--- config.mk ---
export PLATFORM = sky130hd
export DESIGN_NAME = lap3_window
export DESIGN_NICKNAME = d
export VERILOG_FILES = /design/src/rtl/lap3_pkg.sv /design/src/rtl/lap3_window.sv
export SDC_FILE = /design/constraint.sdc
export NUM_CORES = 1
export LEC_CHECK = 0
export BUFFER_PORTS_ARGS = -buffer_cell sky130_fd_sc_hd__buf_2
export CAP_MARGIN = 10
export CELL_PAD_IN_SITES_DETAIL_PLACEMENT = 0
export CELL_PAD_IN_SITES_GLOBAL_PLACEMENT = 1
export CORE_ASPECT_RATIO = 1.1
export CORE_MARGIN = 3
export CORE_UTILIZATION = 49
export DETAILED_ROUTE_END_ITERATION = 8
export PLACE_DENSITY_LB_ADDON = 0.1
export SYNTH_ARGS = -nofsm -noshare
export SYNTH_HDL_FRONTEND = slang
export SYNTH_SLANG_ARGS = --single-unit
--- constraint.sdc ---
create_clock -name clk -period 4.7 [get_ports clk]
set_clock_uncertainty 0.05 [all_clocks]
set_input_delay 0.94 -clock clk [delete_from_list [all_inputs] [get_ports clk]]
set_output_delay 0.94 -clock clk [all_outputs]
set_load 0.1 [all_outputs]
--- src/rtl/lap3_pkg.sv ---
// Shared types and constants for the 3x3 Laplacian stencil.
package lap3_pkg;

  localparam int DEF_MAX_WIDTH   = 1024;
  localparam int DEF_PIXEL_BITS  = 16;

  localparam int CFG_WIDTH_BITS  = 11;
  localparam int CFG_HEIGHT_BITS = 16;
  localparam int APB_ADDR_BITS   = 4;
  localparam int APB_DATA_BITS   = 32;

  localparam logic [CFG_WIDTH_BITS-1:0]  RST_FRAME_WIDTH  = 11'd512;
  localparam logic [CFG_HEIGHT_BITS-1:0] RST_FRAME_HEIGHT = 16'd512;
  localparam logic                       RST_STENCIL_MODE = 1'b0;

  localparam int LAP_BITS = 20;
  localparam int LAP_MAX  = 524287;
  localparam int LAP_MIN  = -524288;

  // result buffer depth, also the credit limit on the input side
  localparam int OFIFO_DEPTH = 8;

  typedef enum logic [1:0] {
    REG_FRAME_WIDTH  = 2'd0,
    REG_FRAME_HEIGHT = 2'd1,
    REG_STENCIL_MODE = 2'd2
  } reg_idx_t;

  typedef enum logic {
    MODE_FOUR  = 1'b0,
    MODE_EIGHT = 1'b1
  } stencil_mode_t;

  typedef struct packed {
    logic emit;   // item releases a result
    logic inner;  // result position is off the frame border
    logic last;   // result is the final one of the frame
  } item_tag_t;

  typedef struct packed {
    logic signed [LAP_BITS-1:0] lap_value;
    logic                       frame_last;
  } result_t;

endpackage

--- src/rtl/lap3_window.sv ---
// Line store read-modify-write, 3x3 window and the two-stage stencil datapath.
module lap3_window #(
  parameter int MAX_WIDTH  = lap3_pkg::DEF_MAX_WIDTH,
  parameter int PIXEL_BITS = lap3_pkg::DEF_PIXEL_BITS,
  localparam int CW = $clog2(MAX_WIDTH),
  localparam int DW = 2 * PIXEL_BITS
) (
  input  logic                         clk,
  input  logic                         rst,
  input  logic                         accept,
  input  logic [CW-1:0]                col,
  input  logic signed [PIXEL_BITS-1:0] pix,
  input  lap3_pkg::item_tag_t          tag,
  input  logic                         stencil_mode,
  input  logic [DW-1:0]                rd_data,
  output logic                         wr_en,
  output logic [CW-1:0]                wr_addr,
  output logic [DW-1:0]                wr_data,
  output logic                         push,
  output lap3_pkg::result_t            push_data
);
  import lap3_pkg::*;

  localparam int SUMW = PIXEL_BITS + 2;
  localparam int LW   = PIXEL_BITS + 5;
  localparam int SW   = (LW > LAP_BITS) ? LW : LAP_BITS + 1;

  // stage 1: line store data back
  logic                         s1_valid;
  logic [CW-1:0]                s1_col;
  logic signed [PIXEL_BITS-1:0] s1_pix;
  item_tag_t                    s1_tag;
  logic                         s1_fwd;
  logic [DW-1:0]                fwd_data;
  logic [DW-1:0]                rd_eff;
  logic signed [PIXEL_BITS-1:0] up;
  logic signed [PIXEL_BITS-1:0] mid;

  logic signed [PIXEL_BITS-1:0] win [3][3];

  // stage 2: window holds this item's neighborhood
  logic                         s2_valid;
  item_tag_t                    s2_tag;
  logic signed [SUMW-1:0]       edge_sum;
  logic signed [SUMW-1:0]       corner_sum;

  // stage 3: final combine
  logic                         s3_valid;
  item_tag_t                    s3_tag;
  logic signed [SUMW-1:0]       s3_edges;
  logic signed [SUMW-1:0]       s3_corners;
  logic signed [PIXEL_BITS-1:0] s3_center;
  logic signed [LW-1:0]         center_x;
  logic signed [LW-1:0]         lap_full;
  logic signed [SW-1:0]         lap_x;
  logic signed [LAP_BITS-1:0]   lap_sat;

  // previous item writes the same column at the edge this one was read
  assign rd_eff  = s1_fwd ? fwd_data : rd_data;
  assign up      = rd_eff[DW-1:PIXEL_BITS];
  assign mid     = rd_eff[PIXEL_BITS-1:0];

  assign wr_en   = s1_valid;
  assign wr_addr = s1_col;
  assign wr_data = {mid, s1_pix};

  always_ff @(posedge clk) begin
    if (rst) begin
      s1_valid <= 1'b0;
      s1_fwd   <= 1'b0;
      s2_valid <= 1'b0;
      s3_valid <= 1'b0;
    end else begin
      s1_valid <= accept;
      if (accept) begin
        s1_fwd <= s1_valid && (s1_col == col);
      end
      s2_valid <= s1_valid && s1_tag.emit;
      s3_valid <= s2_valid;
    end
  end

  always_ff @(posedge clk) begin
    if (accept) begin
      s1_col   <= col;
      s1_pix   <= pix;
      s1_tag   <= tag;
      fwd_data <= {mid, s1_pix};
    end
    s2_tag     <= s1_tag;
    s3_tag     <= s2_tag;
    s3_edges   <= edge_sum;
    s3_corners <= corner_sum;
    s3_center  <= win[1][1];
  end

  always_ff @(posedge clk) begin
    if (rst) begin
      for (int r = 0; r < 3; r++) begin
        for (int c = 0; c < 3; c++) begin
          win[r][c] <= '0;
        end
      end
    end else if (s1_valid) begin
      for (int r = 0; r < 3; r++) begin
        win[r][0] <= win[r][1];
        win[r][1] <= win[r][2];
      end
      win[0][2] <= up;
      win[1][2] <= mid;
      win[2][2] <= s1_pix;
    end
  end

  always_comb begin
    edge_sum   = SUMW'(win[0][1]) + SUMW'(win[2][1]) + SUMW'(win[1][0]) + SUMW'(win[1][2]);
    corner_sum = SUMW'(win[0][0]) + SUMW'(win[0][2]) + SUMW'(win[2][0]) + SUMW'(win[2][2]);
  end

  always_comb begin
    center_x = LW'(s3_center);
    if (stencil_mode == MODE_EIGHT) begin
      lap_full = (center_x <<< 3) - LW'(s3_edges) - LW'(s3_corners);
    end else begin
      lap_full = (center_x <<< 2) - LW'(s3_edges);
    end
    lap_x = SW'(lap_full);
    if (lap_x > SW'(LAP_MAX)) begin
      lap_sat = LAP_BITS'(LAP_MAX);
    end else if (lap_x < SW'(LAP_MIN)) begin
      lap_sat = LAP_BITS'(LAP_MIN);
    end else begin
      lap_sat = lap_x[LAP_BITS-1:0];
    end
    push                 = s3_valid;
    push_data.lap_value  = s3_tag.inner ? lap_sat : '0;
    push_data.frame_last = s3_tag.last;
  end

`ifndef SYNTHESIS
  a_fwd_only_after_item: assert property (@(posedge clk) disable iff (rst)
    (s1_valid && s1_fwd) |-> $past(s1_valid))
    else $error("forwarding without a preceding item");
`endif

endmodule

==> flow_summary_export.csv, run 1 <==
group,metric,value,unit
cts,clock_latency,0.52,ns
floorplanning,pin_count,130,
yosys,synth-edff-count,205,
layout,final_nets,1502,
critical_path,timing.reg2reg.setup_slack,0.53,ns
cts,cts_buffers,27,
drt,drt-initial-drc-count,586,
critical_path,rr_worst_depth,14,
timing,whs,0.279,ns
cts,cts_tree,"done",
min_path,worstHoldEndpoint,"push_data[0]",
placed_design,port_buffers,129,
cts,h-tree-depth,1,
drt,via_per_inst,5.18,
min_path,whs_path_depth,0,
cts,path_clk_slew,0.06,ns
drt,drt-pass1-iter-count,5,
cts,clockBufferDepth,3,
cts,postCtsHoldBufs,0,
critical_path,timing.rr.end,"s3_edges[17]",
yosys,ys_seq_area_frac,0.511,
floorplanning,die_area,0.0315,mm²
layout,synthToLayoutAreaGrowth,19.3,%
timing,rsz0062_at_grt,"true",
layout,mostFrequentLayoutCell,"edfxtp_1",
yosys,yosysWarnings,0,
min_path,min_from,"s2_tag[0]",
critical_path,required,3.71,ns
critical_path,crit_arrival,3.79,ns
yosys,synth_area,0.0144,mm²
layout,diodes,0,
min_path,worstHoldPathType,"flip-flop to flip-flop",
yosys,ys_async_sr_fraction,0,
floorplanning,die_w,169,µm
grt,gr-total-overflow,0,
timing,finalCriticalPeriod,4.78,ns
layout,seqCellArea,0.00736,mm²
critical_path,reg2reg_from,"win[0][17]",
timing,worst_slew_pin_slew,1.04,ns
yosys,synth_seq_cells,265,
timing,slew_violations,0,
yosys,ys_types,68,
floorplanning,rows,65,
drt,via_count,8649,
cts,cts_root_buffer,"clkbuf_16",
floorplanning,initial_core_util,0.500,
timing,fmax,209,MHz
grt,grt_max_degree,96,
cts,cts_sinks,265,
yosys,syn_inst,1136,
drt,drc,0,
timing,hold_violations,0,
grt,grt_usage,0.173,
critical_path,end_kind,"primary output",
timing,setup_viol,17,
yosys,synth_top_flop_cell,"edfxtp_1",
layout,fillers,2349,
drt,wirelength,27100,µm
floorplanning,placeableCoreArea,0.0288,mm²
layout,final_cell_mix,"edfxtp_1 (205), and2_1 (135), buf_2 (109)",
critical_path,cp-start-kind,"flip-flop",
flow_run,max_cap_violations,0,
critical_path,critical_path_peak_fanout,8,
drt,wire_per_inst,16.2,µm
critical_path,crit_type,"flip-flop to primary output",
timing,fin_ws,-0.0781,ns
floorplanning,die_y,186,µm
yosys,syn_area_per_cell,12.7,µm²
timing,max_slew_margin,0.303,
run_status,violations,"setup timing",
yosys,syn_nets,1357,
placed_design,dp_hpwl,20000,µm
grt,grt_pass1_vias,8780,
run_status,status,"finished, violations left",
placed_design,gp_congestion,0.825,
drt,ant_nets,0,
timing,min_period_over_period,1.02,
grt,grt_pass1_wl,44500,µm
layout,multi_input_area,0.00694,mm²
layout,drive_gt1_frac,0.223,
grt,antenna_found_initial,0,
-- sequential cells by signal, indices dropped and copies added, names as in the netlist, 2 cells and up --
name        count
s3_center      16
s3_edges       18
win           144
s1_tag          3
wr_addr        10
s1_pix         16
s3_corners     18
s2_tag          2
fwd_data       32
-- cells in the mapped netlist, drive strengths merged (2+ instances only) --
| master | instances | area [µm²] |
|---|---|---|
| a2111oi | 2 | 23.8 |
| a211o | 2 | 17.5 |
| a211oi | 6 | 65.1 |
| a21boi | 3 | 22.5 |
| a21o | 15 | 114 |
| a21oi | 44 | 224 |
| a311oi | 4 | 52.6 |
| a31o | 3 | 26.3 |
| a31oi | 12 | 75.1 |
| a41oi | 2 | 17.5 |
| and2 | 135 | 845 |
| and3 | 8 | 50.1 |
| buf | 22 | 155 |
| clkbuf | 23 | 87.6 |
| dfxtp | 60 | 1200 |
| edfxtp | 205 | 6160 |
| fa | 83 | 1660 |
| ha | 73 | 913 |
| inv | 71 | 267 |
| mux2 | 17 | 191 |
| mux2i | 18 | 180 |
| nand2 | 26 | 97.6 |
| nand2b | 10 | 62.6 |
| nand3 | 14 | 70.1 |
| nand4 | 8 | 50.1 |
| nor2 | 58 | 220 |
| nor2b | 8 | 50.1 |
| nor3 | 23 | 131 |
| nor3b | 3 | 22.5 |
| o2111ai | 8 | 70.1 |
| o211ai | 7 | 57.6 |
| o21a | 13 | 97.6 |
| o21ai | 31 | 155 |
| o21bai | 3 | 22.5 |
| o22ai | 13 | 93.8 |
| o311a | 3 | 30.0 |
| o31ai | 9 | 72.6 |
| or2 | 3 | 18.8 |
| or3 | 20 | 126 |
| xnor2 | 44 | 385 |
| xor2 | 14 | 123 |
-- repair_timing --
action,4_1_cts,5_1_grt
resized for setup,45,17
pin swaps,25,14
gates cloned,1,1
endpoints found under the setup margin,20,20
buffers inserted,9,7
hold endpoints to repair,0,0
-- kinds of logic after synthesis --
group,after synthesis,synth area share
simple gates,319,0.123
flops,265,0.511
compound gates,186,0.0904
fa+ha+maj,156,0.179
buf+inv,117,0.0356
xor+xnor,58,0.0353
mux,35,0.0258
-- how the worst max path moves through the flow --
stage,startpoint,end
2_1_floorplan,s3_edges[12],push_data[10]
3_3_place_gp,s3_edges[3],push_data[18]
3_5_place_dp,s3_edges[3],push_data[18]
4_1_cts,s3_edges[3],push_data[14]
5_1_grt,s3_corners[5],push_data[6]
6_report,s3_edges[3],push_data[15]
-- cell type report --
type,count,area share
flip-flops and latches,265,0.429
multi-input cells,755,0.404
repair buffers,160,0.0732
clock buffers,34,0.0427
well taps,368,0.0268
inverters,72,0.0157
clock inverters,15,0.00874
-- routing by layer --
| metal | part of all wire | GRT usage | routed length, µm | vias to the layer above |
|---|---|---|---|---|
| li1 | - | - | - | 4328 |
| met4 | 0.024 | 0.0448 | 661 | 0 |
| met5 | 0 | 0 | 0 | - |
| met1 | 0.49 | 0.261 | 13300 | 4092 |
| met3 | 0.043 | 0.0249 | 1160 | 50 |
| met2 | 0.44 | 0.267 | 12000 | 179 |
-- worst max-delay path, stage by stage, from the launching register on --
cell and delay [ns]:
dfxtp_2 0.33, fa_1 0.55, inv_2 0.05, ha_4 0.25, nor2b_4 0.13, o31ai_4 0.27
a21oi_2 0.13, a211oi_4 0.33, nor3_4 0.09, nor3_4 0.16, buf_6 0.14, a311oi_4 0.08
buf_6 0.15, clkbuf_16 0.17, a31oi_4 0.21, buf_12 0.22
-- through the flow --
stage                     TNS, ns   util  instance area, µm²  std cells  worst slack [ns]
after global routing        -4.21  0.597               17200       1669            -0.239
after CTS                   -1.60  0.591               17000       1661            -0.123
after global placement          0  0.549               15800       1602             0.127
after floorplan             -5.81      -               14500       1136            -0.618
final                      -0.798  0.597               17200       1669           -0.0781
after detailed placement        0  0.549               15800       1602            0.0624
Power of run 1 is not shown: default switching activity piles up to over one toggle a cycle in this logic, so the estimate is an artifact.
==> run 2, diff against run 1 <==
--- a/constraint.sdc
+++ b/constraint.sdc
@@ -4,2 +4,2 @@
 set_output_delay 0.94 -clock clk [all_outputs]
-set_load 0.1 [all_outputs]
+set_load 0.005 [all_outputs]
==> flow_summary_export.csv, run 2 (synthesis results as in run 1) <==
group,metric,value,unit
timing,max_slew_margin,0.313,
floorplanning,pin_count,130,
drt,via_per_inst,5.20,
grt,gr-total-overflow,0,
layout,synthToLayoutAreaGrowth,14.7,%
grt,antenna_found_initial,0,
layout,diodes,0,
timing,rsz0062_at_grt,"true",
cts,clockBufferDepth,3,
power,switching_share,0.377,
timing,fin_tns_setup,0,ns
drt,drt-pass1-iter-count,5,
power,leakage,6.91,nW
min_path,worstHoldPathType,"flip-flop to flip-flop",
grt,grt_max_degree,129,
critical_path,reg2reg_from,"win[0][17]",
placed_design,dp_hpwl,20000,µm
placed_design,place_inst,1600,
drt,drc,0,
layout,top_regs,"win: 144 flops, fwd_data: 32 flops",
critical_path,cp-start-kind,"flip-flop",
power,share_comb_of_total_power,0.517,
min_path,worstHoldEndpoint,"push_data[0]",
cts,cts_tree,"done",
power,p_switching,3.95,mW
drt,ant_nets,0,
cts,postCtsHoldBufs,0,
critical_path,end_kind,"primary output",
min_path,whs_path_depth,0,
drt,wirelength,27300,µm
cts,cts_root_buffer,"clkbuf_16",
cts,cts_sinks,265,
layout,mostFrequentLayoutCell,"edfxtp_1",
critical_path,crit_type,"flip-flop to primary output",
placed_design,port_buffers,129,
critical_path,rr_worst_depth,14,
power,clkPwrFrac,0.202,
timing,whs,0.276,ns
layout,drive_gt1_frac,0.199,
power,power_frac_seq,0.282,
power,vdd_drop_max,0.352,mV
cts,clock_latency,0.52,ns
run_status,status,"finished, final reports clean",
placed_design,gp_congestion,0.817,
critical_path,timing.rr.end,"s3_edges[17]",
layout,final_nets,1493,
timing,worst_slew_pin_slew,1.03,ns
layout,regMostFlops,"win",
floorplanning,die_w,169,µm
drt,wire_per_inst,16.4,µm
critical_path,timing.reg2reg.setup_slack,0.56,ns
timing,hold_violations,0,
layout,seqCellArea,0.00736,mm²
cts,h-tree-depth,1,
power,power_density,635,mW/mm²
floorplanning,die_area,0.0315,mm²
floorplanning,initial_core_util,0.500,
timing,slew_violations,0,
critical_path,required,3.71,ns
drt,drt-initial-drc-count,660,
grt,grt_pass1_vias,8831,
critical_path,critical_path_peak_fanout,3,
cts,cts_buffers,27,
timing,fmax,219,MHz
layout,final_cell_mix,"edfxtp_1 (205), and2_1 (135), buf_2 (129)",
drt,via_count,8628,
timing,min_period_over_period,0.973,
flow_run,max_cap_violations,0,
cts,path_clk_slew,0.06,ns
grt,grt_usage,0.175,
min_path,min_from,"s2_tag[0]",
grt,grt_pass1_wl,45000,µm
power,p_int,6.53,mW
layout,fillers,2434,
timing,finalCriticalPeriod,4.57,ns
floorplanning,placeableCoreArea,0.0288,mm²
layout,layoutNonFillerInstCount,1660,
timing,setup_viol,0,
layout,multi_input_area,0.00668,mm²
critical_path,crit_arrival,3.58,ns
floorplanning,die_y,186,µm
layout,largest_register_ffs,144,
floorplanning,rows,65,
==> run 2: final cells by class <==
| class | count | area share |
|---|---|---|
| clock buffers | 30 | 0.0442 |
| repair buffers | 151 | 0.0515 |
| inverters | 72 | 0.0164 |
| multi-input cells | 755 | 0.405 |
| well taps | 368 | 0.0279 |
| flip-flops and latches | 265 | 0.446 |
| clock inverters | 19 | 0.00977 |
==> run 2: critical path: stages, from the launching register on <==
cell	delay [ns]
dfxtp_1	0.32
ha_1	0.29
inv_1	0.06
ha_1	0.20
inv_1	0.07
fa_2	0.36
nor2b_2	0.18
o31ai_4	0.09
a21oi_2	0.19
a211oi_4	0.09
buf_4	0.16
buf_4	0.12
o31ai_1	0.28
xor2_1	0.18
o2111ai_1	0.13
a31oi_1	0.21
buf_2	0.15
==> run 2: worst max path at each step <==
stage                               end  cells after the start  slack (ns)           start
after detailed placement   push_data[2]                     12        0.27    s3_edges[12]
after global placement     push_data[1]                     12        0.32    s3_edges[12]
after CTS                 push_data[17]                     11        0.01     s3_edges[2]
after floorplan            push_data[1]                     12        0.70    s3_edges[12]
final                     push_data[18]                     16        0.13     s3_edges[1]
after global routing       push_data[4]                     14       -0.11  s3_corners[12]
==> run 2: routing by layer <==
layer / vias up / global-route usage / part of all wire / wire, µm
li1: 4312 / - / - / -
met1: 4069 / 0.267 / 0.50 / 13600
met2: 201 / 0.265 / 0.43 / 11900
met3: 46 / 0.0302 / 0.047 / 1300
met4: 0 / 0.0399 / 0.018 / 481
met5: - / 0 / 0 / 0
==> run 2: power by group through the flow <==
stage	sequential [mW]	combinational, mW	clock (mW)
6_report	2.95	5.42	2.11
3_3_place_gp	2.99	4.83	0
4_1_cts	2.96	5.19	2.17
3_5_place_dp	3.00	4.82	0
5_1_grt	2.99	6.04	2.28
2_1_floorplan	2.97	3.61	0
==> run 2: timing repair <==
action | CTS | global route
cloned | 1 | 0
buffers inserted | 5 | 5
setup endpoints to repair | 19 | 20
pin swaps | 13 | 6
resized for setup | 15 | 14
==> run 2: metrics by stage <==
stage	utilization	cell area (µm²)	setup WS, ns	power (mW)
final	0.574	16500	0.128	10.5
after global routing	0.574	16500	-0.113	11.3
after floorplan	-	14400	0.698	6.58
after CTS	0.570	16400	0.0109	10.3
after detailed placement	0.534	15400	0.275	7.82
after global placement	0.534	15400	0.324	7.82
No activity file was read; power rests on OpenSTA's default activity.
