--- src/rtl/lap3_pkg.sv ---
// Shared types and constants for the 3x3 Laplacian stencil.
package lap3_pkg;

  localparam int DEF_MAX_WIDTH   = 1024;
  localparam int DEF_PIXEL_BITS  = 16;

  localparam int CFG_WIDTH_BITS  = 11;
  localparam int CFG_HEIGHT_BITS = 16;
  localparam int APB_ADDR_BITS   = 4;
  localparam int APB_DATA_BITS   = 32;

  localparam logic [CFG_WIDTH_BITS-1:0]  RST_FRAME_WIDTH  = 11'd512;
  localparam logic [CFG_HEIGHT_BITS-1:0] RST_FRAME_HEIGHT = 16'd512;
  localparam logic                       RST_STENCIL_MODE = 1'b0;

  localparam int LAP_BITS = 20;
  localparam int LAP_MAX  = 524287;
  localparam int LAP_MIN  = -524288;

  // result buffer depth, also the credit limit on the input side
  localparam int OFIFO_DEPTH = 8;

  typedef enum logic [1:0] {
    REG_FRAME_WIDTH  = 2'd0,
    REG_FRAME_HEIGHT = 2'd1,
    REG_STENCIL_MODE = 2'd2
  } reg_idx_t;

  typedef enum logic {
    MODE_FOUR  = 1'b0,
    MODE_EIGHT = 1'b1
  } stencil_mode_t;

  typedef struct packed {
    logic emit;   // item releases a result
    logic inner;  // result position is off the frame border
    logic last;   // result is the final one of the frame
  } item_tag_t;

  typedef struct packed {
    logic signed [LAP_BITS-1:0] lap_value;
    logic                       frame_last;
  } result_t;

endpackage

--- src/rtl/lap3_ctrl.sv ---
// Input and output position counters, column select and per-item tags.
module lap3_ctrl #(
  parameter int MAX_WIDTH = lap3_pkg::DEF_MAX_WIDTH,
  localparam int CW = $clog2(MAX_WIDTH)
) (
  input  logic                                     clk,
  input  logic                                     rst,
  input  logic                                     accept,
  input  logic [lap3_pkg::CFG_WIDTH_BITS-1:0]      frame_width,
  input  logic [lap3_pkg::CFG_HEIGHT_BITS-1:0]     frame_height,
  output logic [CW-1:0]                            col,
  output lap3_pkg::item_tag_t                      tag
);
  import lap3_pkg::*;

  localparam int WW = (CW + 1 > CFG_WIDTH_BITS) ? CW + 1 : CFG_WIDTH_BITS;
  localparam int HW = CFG_HEIGHT_BITS + 1;

  logic [CW-1:0]              in_col;
  logic [CFG_HEIGHT_BITS-1:0] in_row;
  logic [CW-1:0]              out_col;
  logic [CFG_HEIGHT_BITS-1:0] out_row;

  logic [WW-1:0]              fw;
  logic [WW-1:0]              w_eff;
  logic [CFG_HEIGHT_BITS-1:0] h_eff;
  logic                       in_wrap;
  logic                       out_col_end;
  logic                       out_row_end;

  always_comb begin
    fw = WW'(frame_width);
    if (fw < WW'(3)) begin
      w_eff = WW'(3);
    end else if (fw > WW'(MAX_WIDTH)) begin
      w_eff = WW'(MAX_WIDTH);
    end else begin
      w_eff = fw;
    end
    h_eff = (frame_height < CFG_HEIGHT_BITS'(3)) ? CFG_HEIGHT_BITS'(3) : frame_height;

    // column clamps if the width shrank under a running counter
    col = (WW'(in_col) < w_eff) ? in_col : CW'(w_eff - WW'(1));
    in_wrap     = (WW'(col) + WW'(1)) >= w_eff;
    out_col_end = (WW'(out_col) + WW'(1)) >= w_eff;
    out_row_end = (HW'(out_row) + HW'(1)) >= HW'(h_eff);

    tag.emit  = (in_row >= CFG_HEIGHT_BITS'(2)) ||
                ((in_row == CFG_HEIGHT_BITS'(1)) && (in_col != '0));
    tag.inner = (out_row != '0) && !out_row_end && (out_col != '0) && !out_col_end;
    tag.last  = out_row_end && out_col_end;
  end

  always_ff @(posedge clk) begin
    if (rst) begin
      in_col  <= '0;
      in_row  <= '0;
      out_col <= '0;
      out_row <= '0;
    end else if (accept) begin
      if (tag.emit && tag.last) begin
        in_col  <= '0;
        in_row  <= '0;
        out_col <= '0;
        out_row <= '0;
      end else begin
        if (in_wrap) begin
          in_col <= '0;
          if (in_row != '1) begin
            in_row <= in_row + CFG_HEIGHT_BITS'(1);
          end
        end else begin
          in_col <= col + CW'(1);
        end
        if (tag.emit) begin
          if (out_col_end) begin
            out_col <= '0;
            out_row <= out_row + CFG_HEIGHT_BITS'(1);
          end else begin
            out_col <= out_col + CW'(1);
          end
        end
      end
    end
  end

`ifndef SYNTHESIS
  a_frame_end_clears: assert property (@(posedge clk) disable iff (rst)
    (accept && tag.emit && tag.last) |=>
      (in_col == '0 && in_row == '0 && out_col == '0 && out_row == '0))
    else $error("counters not cleared after frame end");

  a_no_emit_holds_out: assert property (@(posedge clk) disable iff (rst)
    (accept && !tag.emit) |=> (out_col == $past(out_col) && out_row == $past(out_row)))
    else $error("output position moved without a result");
`endif

endmodule

--- config.mk ---
export PLATFORM = sky130hd
export DESIGN_NAME = lap3_ctrl
export DESIGN_NICKNAME = d
export VERILOG_FILES = /design/src/rtl/lap3_pkg.sv /design/src/rtl/lap3_ctrl.sv
export SDC_FILE = /design/constraint.sdc
export NUM_CORES = 1
export LEC_CHECK = 0
export BUFFER_PORTS_ARGS = -buffer_cell sky130_fd_sc_hd__buf_4
export CORE_MARGIN = 2
export CORE_UTILIZATION = 42
export CTS_BUF_LIST = sky130_fd_sc_hd__clkbuf_8
export DETAILED_ROUTE_END_ITERATION = 8
export GPL_ROUTABILITY_DRIVEN = 0
export GPL_TIMING_DRIVEN = 0
export PLACE_DENSITY = 0.57
export SLEW_MARGIN = 10
export SYNTH_ARGS = -nofsm -noshare
export SYNTH_HDL_FRONTEND = slang
export SYNTH_SLANG_ARGS = --single-unit
--- constraint.sdc ---
create_clock -name clk -period 14.8 [get_ports clk]
set_input_delay 0.74 -clock clk [delete_from_list [all_inputs] [get_ports clk]]
set_output_delay 0.74 -clock clk [all_outputs]
set_load 0.01 [all_outputs]
==> out/qor.csv, run 1 <==
stage,metric,value,unit
status,status,"complete, no violations",
drt,final WL,12.3,mm
logic_synthesis,"Primary FF master, synth",dfxtp_1,
logic_synthesis,Synth area leaders,"dfxtp_1, ha_1, xor2_1, a21oi_1, nand2_1",
cts,post-CTS sizing,0,
floorplanning,Core Rows,38,
cts,CTS Buf Count,5,
logic_synthesis,Syn Inst Count,596,
logic_synthesis,top post-synthesis cells by count,"ha_1, dfxtp_1, nand2_1",
placement,placed standard-cell area,5150,sq um
logic_synthesis,synthesized netlist net count,682,
critical_path,CP endpoint kind,register,
logic_synthesis,top cell type's share of synthesized area,0.223,
logic_synthesis,Synthesis Warnings,0,
logic_synthesis,Post-synth EDFFs,0,
critical_path,family with the most delay on the worst path,simple AND/OR/NAND/NOR gates,
timing,Final Hold Viols,0,
critical_path,"critical path fanouts, max",10,
grt,global-route wire length before repair,20.5,mm
power_and_ir_drop,Power Density,61.6,nW/um^2
critical_path,CP bufs+invs,4,
drt,Vias per Instance,5.67,
timing,fin crit share,0.447,
logic_synthesis,largest area contributor in the netlist,dfxtp_1,
grt,initial antenna violation count,0,
timing,min cycle time layout,6.61,ns
logic_synthesis,most numerous cell in the Yosys netlist,ha_1,
logic_synthesis,Async SR Flop Fraction,0,
cts,worst skew pair latency,0.33,ns
power_and_ir_drop,Pwr Total,323,uW
logic_synthesis,Post-Syn Area per Cell,7.82,sq um
floorplanning,area of the core,10800,sq um
placement,number of port buffers,42,
timing,max-slew violations,0,
drt,WL per Instance,15.7,um
drt,Iteration-0 DRC Markers,303,
power_and_ir_drop,Peak VDD IR,0.0000688,V
timing,worst hold margin,0.496,ns
grt,M2 GR Usage,0.354,
grt,Total Routing Usage GR,0.214,
timing,Fmax,0.151,GHz
floorplanning,Die Ht,109,um
timing,final setup skew,0.0223,ns
grt,met1 usage,0.293,
grt,"Most Used Layer, Global Route",met2,
floorplanning,Die ar.,12000,sq um
drt,drt drc,0,
critical_path,crit-path max cell delay,0.45,ns
logic_synthesis,post-synthesis sequential area ratio,0.223,
timing,RSZ-0062 raised after global routing,no,
cts,"Clk pin slew, worst setup/hold paths",0.10,ns
placement,dpl hpwl,9.70,mm
cts,Clock Path Buffers,2,
placement,Cell Count Post-Placement,778,
timing,relative slew slack,0.452,
grt,vias in the first global route,4261,
critical_path,worst path required time,15.02,ns
critical_path,"Top cell by count, worst path",ha_1,
logic_synthesis,mapped cell area,4660,sq um
critical_path,crit path max-delay cell type,a2111oi_0,
grt,routing usage on met3,0.0344,
cts,Root Buffer,clkbuf_8,
cts,postcts setup bufs,0,
logic_synthesis,synth unique cells,64,
power_and_ir_drop,Leak,0.00231,uW
grt,grt ovf,0,
floorplanning,chip width,109,um
min_path,HP Class,register to register,
cells_and_area,Diodes inserted,0,
cells_and_area,Final Cell Area,5240,sq um
cells_and_area,Nets,731,
cells_and_area,Non-Filler Instances,786,
timing,sum of negative setup slack,0,ns
floorplanning,I/O pin total,43,
critical_path,CP arrival,6.83,ns
drt,router iterations before antenna repair,5,
drt,Vias,4460,
floorplanning,Initial Util,0.430,
critical_path,CP Class,input pin to register,
cts,TritonCTS clock tree,done,
critical_path,Startpoint Class,input pin,
cts,CTS Sinks,52,
drt,Antenna Violating Nets Remaining,0,
cts,Post-CTS Hold Buffers,0,
job,max-cap check violation count,0,
cells_and_area,P&R area growth vs syn,12.4,%
cts,H-tree depth,2,
grt,largest net degree at the start of global routing,17,
cells_and_area,ratio of cells with drive above 1 in the final layout,0.119,
timing,Setup-failing EPs final,0,
timing,worst-margin pin slew,0.813,ns
logic_synthesis,post-synthesis register bit count,52,
## cell usage in the layout (no fill, tap or decap), types with 4 or more instances in the layout
| cell type | n |
|---|---|
| buf_4 | 44 |
| xor2_1 | 28 |
| nor4_1 | 13 |
| mux2_2 | 8 |
| a22oi_1 | 7 |
| nor2b_1 | 6 |
| o31ai_1 | 6 |
| dfxtp_1 | 52 |
| clkbuf_1 | 9 |
| and3_1 | 16 |
| ha_1 | 56 |
| o21ai_0 | 17 |
| nand2b_1 | 8 |
| xnor2_1 | 22 |
| a21oi_1 | 41 |
| and2_1 | 12 |
| or3_1 | 7 |
| clkbuf_8 | 5 |
| a211oi_1 | 5 |
| nand4_1 | 17 |
| nand3_1 | 34 |
| nor3_1 | 12 |
| a21o_1 | 10 |
| nor2_1 | 45 |
| nand3b_1 | 4 |
| nand2_1 | 52 |
| mux2i_1 | 5 |
| buf_2 | 5 |
| inv_1 | 40 |
## path summary, 6_finish.rpt
path | startpoint | depth (start not counted) | slack (ns) | to
worst min register to register | out_row[15] | 2 | 0.50 | out_row[15]
worst min-delay path | out_row[15] | 2 | 0.50 | out_row[15]
worst max register to register | in_col[2] | 23 | 9.22 | in_row[12]
worst max-delay path | frame_width[2] | 28 | 8.19 | in_row[12]
## worst register-to-register path, cell delays in order, from the launching register on
cell and delay [ns]:
dfxtp_1 0.52, ha_1 0.31, a2111o_1 0.41, o21ai_1 0.23
and2_1 0.25, buf_4 0.23, buf_6 0.18, mux2i_1 0.25
ha_1 0.32, nand3_1 0.17, nor2_1 0.15, nand2_1 0.06
mux2_2 0.28, o21bai_1 0.16, and2_1 0.16, ha_1 0.15
nand4_1 0.15, nor3_1 0.27, a211oi_1 0.11, a21oi_1 0.31
clkbuf_1 0.39, nand2_1 0.12, xnor2_1 0.14, nor2b_1 0.13
## layout make-up
class,count,area [sq um]
inverter,42,158
timing repair buffer,42,315
sequential,52,1040
fill,1114,5600
multi-input combinational,484,3370
clock buffer,5,68.8
clock inverter,3,17.5
tap,140,175
buffer,18,96.3
## where the power goes
part	switching (uW)	total, uW	internal [uW]
Clock	51.5	84.7	33.2
Combinational	50.6	90.5	39.9
Sequential	5.09	147	142
Total	107	323	215
## sequential cells by signal, summed over array words and instances, names as in the netlist
signal   flops
in_row      16
out_row     16
in_col      10
out_col     10
## metrics by stage
stage | utilization | setup slack, ns
5_1_grt | 0.483 | 7.66
2_1_floorplan | - | 9.00
3_3_place_gp | 0.475 | 7.86
4_1_cts | 0.483 | 8.18
6_report | 0.483 | 8.19
3_5_place_dp | 0.475 | 7.87
## metal layers
metal | wire length, um | share of wire | vias up
li1 | - | - | 2259
met2 | 5670 | 0.46 | 77
met5 | 0 | 0 | -
met1 | 6090 | 0.49 | 2112
met3 | 431 | 0.035 | 12
met4 | 129 | 0.010 | 0
## cells by family (layout without fill, tap and decap cells)
kind of cell / after synthesis / after routing / share of synthesized area
mux: 13 / 13 / 0.0301
fa+ha+maj: 56 / 56 / 0.150
compound gates: 122 / 122 / 0.176
buf+inv: 60 / 110 / 0.0545
xor+xnor: 50 / 50 / 0.0939
simple gates: 243 / 243 / 0.272
flops: 52 / 52 / 0.223
Power figures use the tool's default switching activity.
==> run 2: changes to the inputs <==
Settings changed: ABC_AREA set to 1.
Clock period 14.8 ns to 6.1 ns, I/O delays scaled along.
==> run 2 against run 1 <==
Critical path type unchanged. Register-to-register slack worse by 7.5 ns. Via count grew 4.1%. Non-clock buffer count decreased by 7.
==> out/qor.csv, run 2 <==
stage,metric,value,unit
status,status,"complete, no violations",
drt,final WL,12.2,mm
grt,vias in the first global route,4463,
placement,number of port buffers,42,
drt,Vias,4642,
drt,router iterations before antenna repair,5,
logic_synthesis,Post-synth EDFFs,0,
job,max-cap check violation count,0,
min_path,HP Class,input pin to register,
grt,global-route wire length before repair,20.5,mm
cells_and_area,Largest regs,"in_row: 16 flops, out_row: 16 flops",
power_and_ir_drop,Peak VDD IR,0.0000849,V
critical_path,reg2reg path depth,25,
logic_synthesis,"Primary FF master, synth",dfxtp_1,
timing,sum of negative setup slack,0,ns
logic_synthesis,Synth area leaders,"dfxtp_1, ha_1, nand2_1, inv_1, a21oi_1",
floorplanning,Core Rows,38,
logic_synthesis,Post-Syn Area per Cell,6.60,sq um
grt,initial antenna violation count,0,
critical_path,r2r endpoint,in_row[12],
cells_and_area,fill count,1123,
power_and_ir_drop,Power Density,152,nW/um^2
critical_path,worst path required time,6.30,ns
cells_and_area,Nets,844,
logic_synthesis,most numerous cell in the Yosys netlist,nand2_1,
cts,H-tree depth,2,
logic_synthesis,synth unique cells,45,
timing,min cycle time layout,4.93,ns
cts,CTS Sinks,52,
grt,grt ovf,0,
timing,Final Hold Viols,0,
cts,Root Buffer,clkbuf_8,
logic_synthesis,post-synthesis register bit count,52,
drt,drt drc,0,
critical_path,CP Class,input pin to register,
critical_path,CP endpoint kind,register,
floorplanning,Die ar.,12000,sq um
cts,Clock Path Buffers,2,
cts,TritonCTS clock tree,done,
critical_path,Startpoint Class,input pin,
logic_synthesis,top post-synthesis cells by count,"nand2_1, inv_1, nor2_1",
logic_synthesis,synthesized netlist net count,795,
cells_and_area,most frequent cells in the layout,"nand2_1, inv_1, nor2_1",
logic_synthesis,Synthesis Warnings,0,
placement,dpl hpwl,9.93,mm
timing,relative slew slack,0.578,
grt,Total Routing Usage GR,0.215,
cts,CTS Buf Count,5,
placement,pre-CTS WS,0.962,ns
timing,Final WS setup,1.17,ns
timing,RSZ-0062 raised after global routing,no,
cells_and_area,P&R area growth vs syn,12.5,%
logic_synthesis,post-synthesis sequential area ratio,0.222,
floorplanning,I/O pin total,43,
critical_path,Setup crit start,frame_width[6],
timing,worst hold margin,0.335,ns
cells_and_area,Reg area,1040,sq um
timing,worst-margin pin slew,0.632,ns
logic_synthesis,largest area contributor in the netlist,dfxtp_1,
placement,Cell Count Post-Placement,891,
cells_and_area,ratio of cells with drive above 1 in the final layout,0.119,
logic_synthesis,top cell type's share of synthesized area,0.222,
critical_path,crit-path max cell delay,0.39,ns
timing,final setup skew,0.00656,ns
drt,WL per Instance,13.6,um
cells_and_area,"commonest non-fill, non-tap cell in the layout",nand2_1,
critical_path,R2R Setup Slk,1.75,ns
critical_path,"Top cell by count, worst path",nand2_1,
timing,max-slew violations,0,
timing,Setup-failing EPs final,0,
cells_and_area,area occupied by multi-input gates,3190,sq um
critical_path,crit path max-delay cell type,ha_1,
critical_path,reg-to-reg startpoint,in_col[9],
cells_and_area,Diodes inserted,0,
critical_path,crit path to,in_row[12],
logic_synthesis,Syn Inst Count,709,
critical_path,CP arrival,5.14,ns
cts,"Clk pin slew, worst setup/hold paths",0.09,ns
timing,Fmax,0.203,GHz
cells_and_area,Util after Layout,0.486,
logic_synthesis,Async SR Flop Fraction,0,
cts,post-CTS sizing,0,
drt,Vias per Instance,5.16,
critical_path,"critical path fanouts, max",10,
drt,Iteration-0 DRC Markers,255,
floorplanning,Initial Util,0.432,
power_and_ir_drop,Leak,0.00251,uW
cts,worst skew pair latency,0.31,ns
floorplanning,area of the core,10800,sq um
grt,largest net degree at the start of global routing,16,
timing,fin crit share,0.808,
floorplanning,chip width,110,um
drt,Antenna Violating Nets Remaining,0,
floorplanning,Die Ht,110,um
cts,Post-CTS Hold Buffers,0,
cts,postcts setup bufs,0,
logic_synthesis,mapped cell area,4680,sq um
cells_and_area,Non-Filler Instances,899,
==> run 2: cell types whose count changed after synthesis, moves of 8 or more <==
cell and delta:
xnor2_1 -18, inv_1 +64, a21o_1 -9, nor3_1 +12, nand2_1 +106, nand2b_1 -8
nand2_2 +13, a21oi_1 +15, mux2_2 -8, and2_1 -9, nor2_1 +21, and3_1 -15
==> run 2: worst min path at each step <==
stage                     from          end  slack [ns]  cells past startpoint
global route               rst  out_row[14]        0.38                      4
floorplan            in_row[2]    in_row[2]        0.45                      2
detailed placement  out_row[5]   out_row[5]        0.47                      2
global placement     in_row[2]    in_row[2]        0.46                      2
CTS                        rst   out_row[0]        0.33                      4
finish                     rst   out_row[0]        0.33                      4
==> run 2: kinds of logic after synthesis <==
family | Yosys count | synth area share
AND/OR/NAND/NOR | 351 | 0.346
flip-flops | 52 | 0.222
buffers and inverters | 117 | 0.0965
XOR/XNOR | 25 | 0.0468
AO/OA/AOI/OAI | 108 | 0.139
adder cells (fa/ha/maj) | 56 | 0.150
==> run 2: per-stage QoR <==
step	instance area (sq um)	total power (uW)
detailed placement	5170	600
global placement	5170	595
global route	5270	856
CTS	5270	812
finish	5270	801
floorplan	4680	519
==> run 2: layout make-up <==
class,instances,area share
clock inverters,2,0.00214
flip-flops and latches,52,0.198
well taps,140,0.0333
multi-input cells,540,0.606
clock buffers,6,0.0157
inverters,106,0.0756
repair buffers,42,0.0599
plain buffers,11,0.0102
==> run 2: per-layer routing <==
layer | share of wire | global-route usage
met5 | 0 | 0
met4 | 0.015 | 0.0524
met1 | 0.48 | 0.277
met3 | 0.032 | 0.0296
met2 | 0.47 | 0.376
==> run 2: worst max-delay path: cells and delay by family <==
family / cells / cell delay, ns
and+or+nand+nor: 17 / 2.13
AOI/OAI and AO/OA: 7 / 1.23
adders and majority gates: 3 / 0.93
buffers and inverters: 4 / 0.50
==> run 2: power by group <==
part | internal (uW) | switching (uW) | total [uW]
clock | 90.8 | 117 | 208
sequential | 347 | 7.86 | 355
combinational | 91.0 | 147 | 238
total | 529 | 272 | 801
==> run 3: changes to the inputs <==
Clock period 6.1 ns to 4.6 ns, I/O delays scaled along.
==> run 3 against run 2 <==
Utilization is 1.6 points higher. Non-clock buffer count increased by 7. Sequential share of layout area is 0.65 points lower. Critical path depth fell by 2. Final area grew 3.4%. Die area stayed put. Sequential power up 33%. Clock-buffer cell count unchanged. Clock skew is 0.00050 ns higher. Global-route usage up 0.087 points. Hold slack lost 0.076 ns. Largest power group unchanged. Highest routed layer unchanged.
==> out/qor.csv, run 3 (same netlist as run 2, synthesis figures left out) <==
stage,metric,value,unit
critical_path,"critical path fanouts, max",10,
timing,max-slew violations,0,
grt,grt ovf,0,
drt,final WL,12.5,mm
cells_and_area,ratio of cells with drive above 1 in the final layout,0.155,
cts,Root Buffer,clkbuf_8,
cells_and_area,"commonest non-fill, non-tap cell in the layout",nand2_1,
grt,M2 GR Usage,0.378,
critical_path,crit path max-delay cell type,ha_1,
timing,worst-margin pin slew,0.635,ns
power_and_ir_drop,Power Density,200,nW/um^2
grt,routing usage on met3,0.0296,
drt,Vias,4701,
critical_path,worst path required time,4.78,ns
cells_and_area,Non-Filler Instances,908,
grt,Total Routing Usage GR,0.215,
critical_path,Setup crit start,frame_width[6],
critical_path,Startpoint Class,input pin,
floorplanning,area of the core,10800,sq um
min_path,HP Class,input pin to register,
cts,CTS Buf Count,5,
timing,sum of negative setup slack,0,ns
min_path,Hold Path Sink,out_row[0],
status,status,"complete, no violations",
grt,largest net degree at the start of global routing,16,
power_and_ir_drop,Leak,0.00258,uW
cts,worst skew pair latency,0.31,ns
cells_and_area,Largest regs,"in_row: 16 flops, out_row: 16 flops",
floorplanning,Die Ht,110,um
floorplanning,Core Rows,38,
job,max-cap check violation count,0,
placement,placed standard-cell area,5170,sq um
cts,Clock Path Buffers,2,
critical_path,CP Class,input pin to register,
grt,vias in the first global route,4478,
critical_path,family with the most delay on the worst path,simple AND/OR/NAND/NOR gates,
grt,global-route wire length before repair,20.6,mm
placement,Cell Count Post-Placement,891,
cells_and_area,most frequent cells in the layout,"nand2_1, inv_1, nor2_1",
placement,dpl hpwl,9.93,mm
cells_and_area,Diodes inserted,0,
floorplanning,I/O pin total,43,
critical_path,r2r endpoint,in_row[1],
critical_path,"Top cell by count, worst path",nand2_2,
timing,Setup-failing EPs final,0,
critical_path,CP endpoint kind,register,
timing,relative slew slack,0.577,
drt,Antenna Violating Nets Remaining,0,
drt,Iteration-0 DRC Markers,251,
timing,Fmax,0.229,GHz
cts,TritonCTS clock tree,done,
min_path,Hold Crit Depth,4,
power_and_ir_drop,Peak VDD IR,0.000113,V
cts,"Clk pin slew, worst setup/hold paths",0.09,ns
cts,H-tree depth,2,
floorplanning,chip width,110,um
timing,worst hold margin,0.258,ns
min_path,hold path startpoint,rst,
timing,final setup skew,0.00707,ns
drt,router iterations before antenna repair,4,
grt,initial antenna violation count,0,
critical_path,reg-to-reg startpoint,in_col[8],
cts,CTS Sinks,52,
floorplanning,Initial Util,0.432,
drt,drt drc,0,
critical_path,R2R Setup Slk,0.63,ns
floorplanning,Die ar.,12000,sq um
cells_and_area,P&R area growth vs syn,16.3,%
cells_and_area,Final Cell Area,5440,sq um
placement,number of port buffers,42,
critical_path,CP bufs+invs,3,
critical_path,crit-path max cell delay,0.31,ns
cells_and_area,fill count,1119,
drt,WL per Instance,13.7,um
cells_and_area,Nets,853,
grt,"Most Used Layer, Global Route",met2,
timing,min cycle time layout,4.37,ns
drt,Vias per Instance,5.18,
grt,met1 usage,0.278,
critical_path,WP depth,29,
critical_path,reg2reg path depth,25,
timing,fin crit share,0.950,
critical_path,CP arrival,4.55,ns
timing,Final Hold Viols,0,
## run 3: worst max-delay path by stage
stage	to	slack [ns]
4_1_cts	in_row[1]	0.001
3_5_place_dp	in_row[12]	-0.46
5_1_grt	in_row[11]	-0.02
3_3_place_gp	in_row[12]	-0.42
2_1_floorplan	in_row[12]	0.43
6_report	in_row[1]	0.23
## run 3: tightest hold or removal path: stages
cell and delay (ns):
buf_4 0.08, inv_1 0.08, o21ai_0 0.09, a21oi_1 0.04
## run 3: per-layer routing
layer  vias to the layer above  wire length (um)
met4                         0               223
met3                        15               414
li1                       2470                 -
met5                         -                 0
met1                      2139              5960
met2                        77              5880
## run 3: metrics by stage
stage	power, uW	worst slack, ns	util
final	1090	0.231	0.502
after global placement	789	-0.416	0.477
after detailed placement	796	-0.463	0.477
after floorplan	688	0.433	-
after CTS	1080	0.00106	0.487
after global routing	1160	-0.0226	0.502
## run 3: layout make-up
| class | count | area, sq um | area share |
|---|---|---|---|
| Sequential cell | 52 | 1040 | 0.191 |
| Multi-Input combinational cell | 542 | 3300 | 0.607 |
| Timing Repair Buffer | 49 | 368 | 0.0676 |
| Clock buffer | 6 | 82.6 | 0.0152 |
| Clock inverter | 2 | 11.3 | 0.00207 |
| Tap cell | 140 | 175 | 0.0322 |
| Inverter | 106 | 407 | 0.0747 |
| Buffer | 11 | 57.6 | 0.0106 |
## run 3: what timing repair did
action | in CTS | in global routing
pin swaps | 0 | 9
gates resized for setup | 6 | 27
gates cloned | 0 | 2
setup buffers | 0 | 7
hold buffers | 0 | 0
setup endpoints to repair | 15 | 26
## run 3: power breakdown
part           leakage (uW)  switching (uW)  internal [uW]  total (uW)
combinational       0.00211             207            136         343
sequential         0.000419            10.7            460         471
clock             0.0000486             155            120         276
total               0.00258             373            716        1090
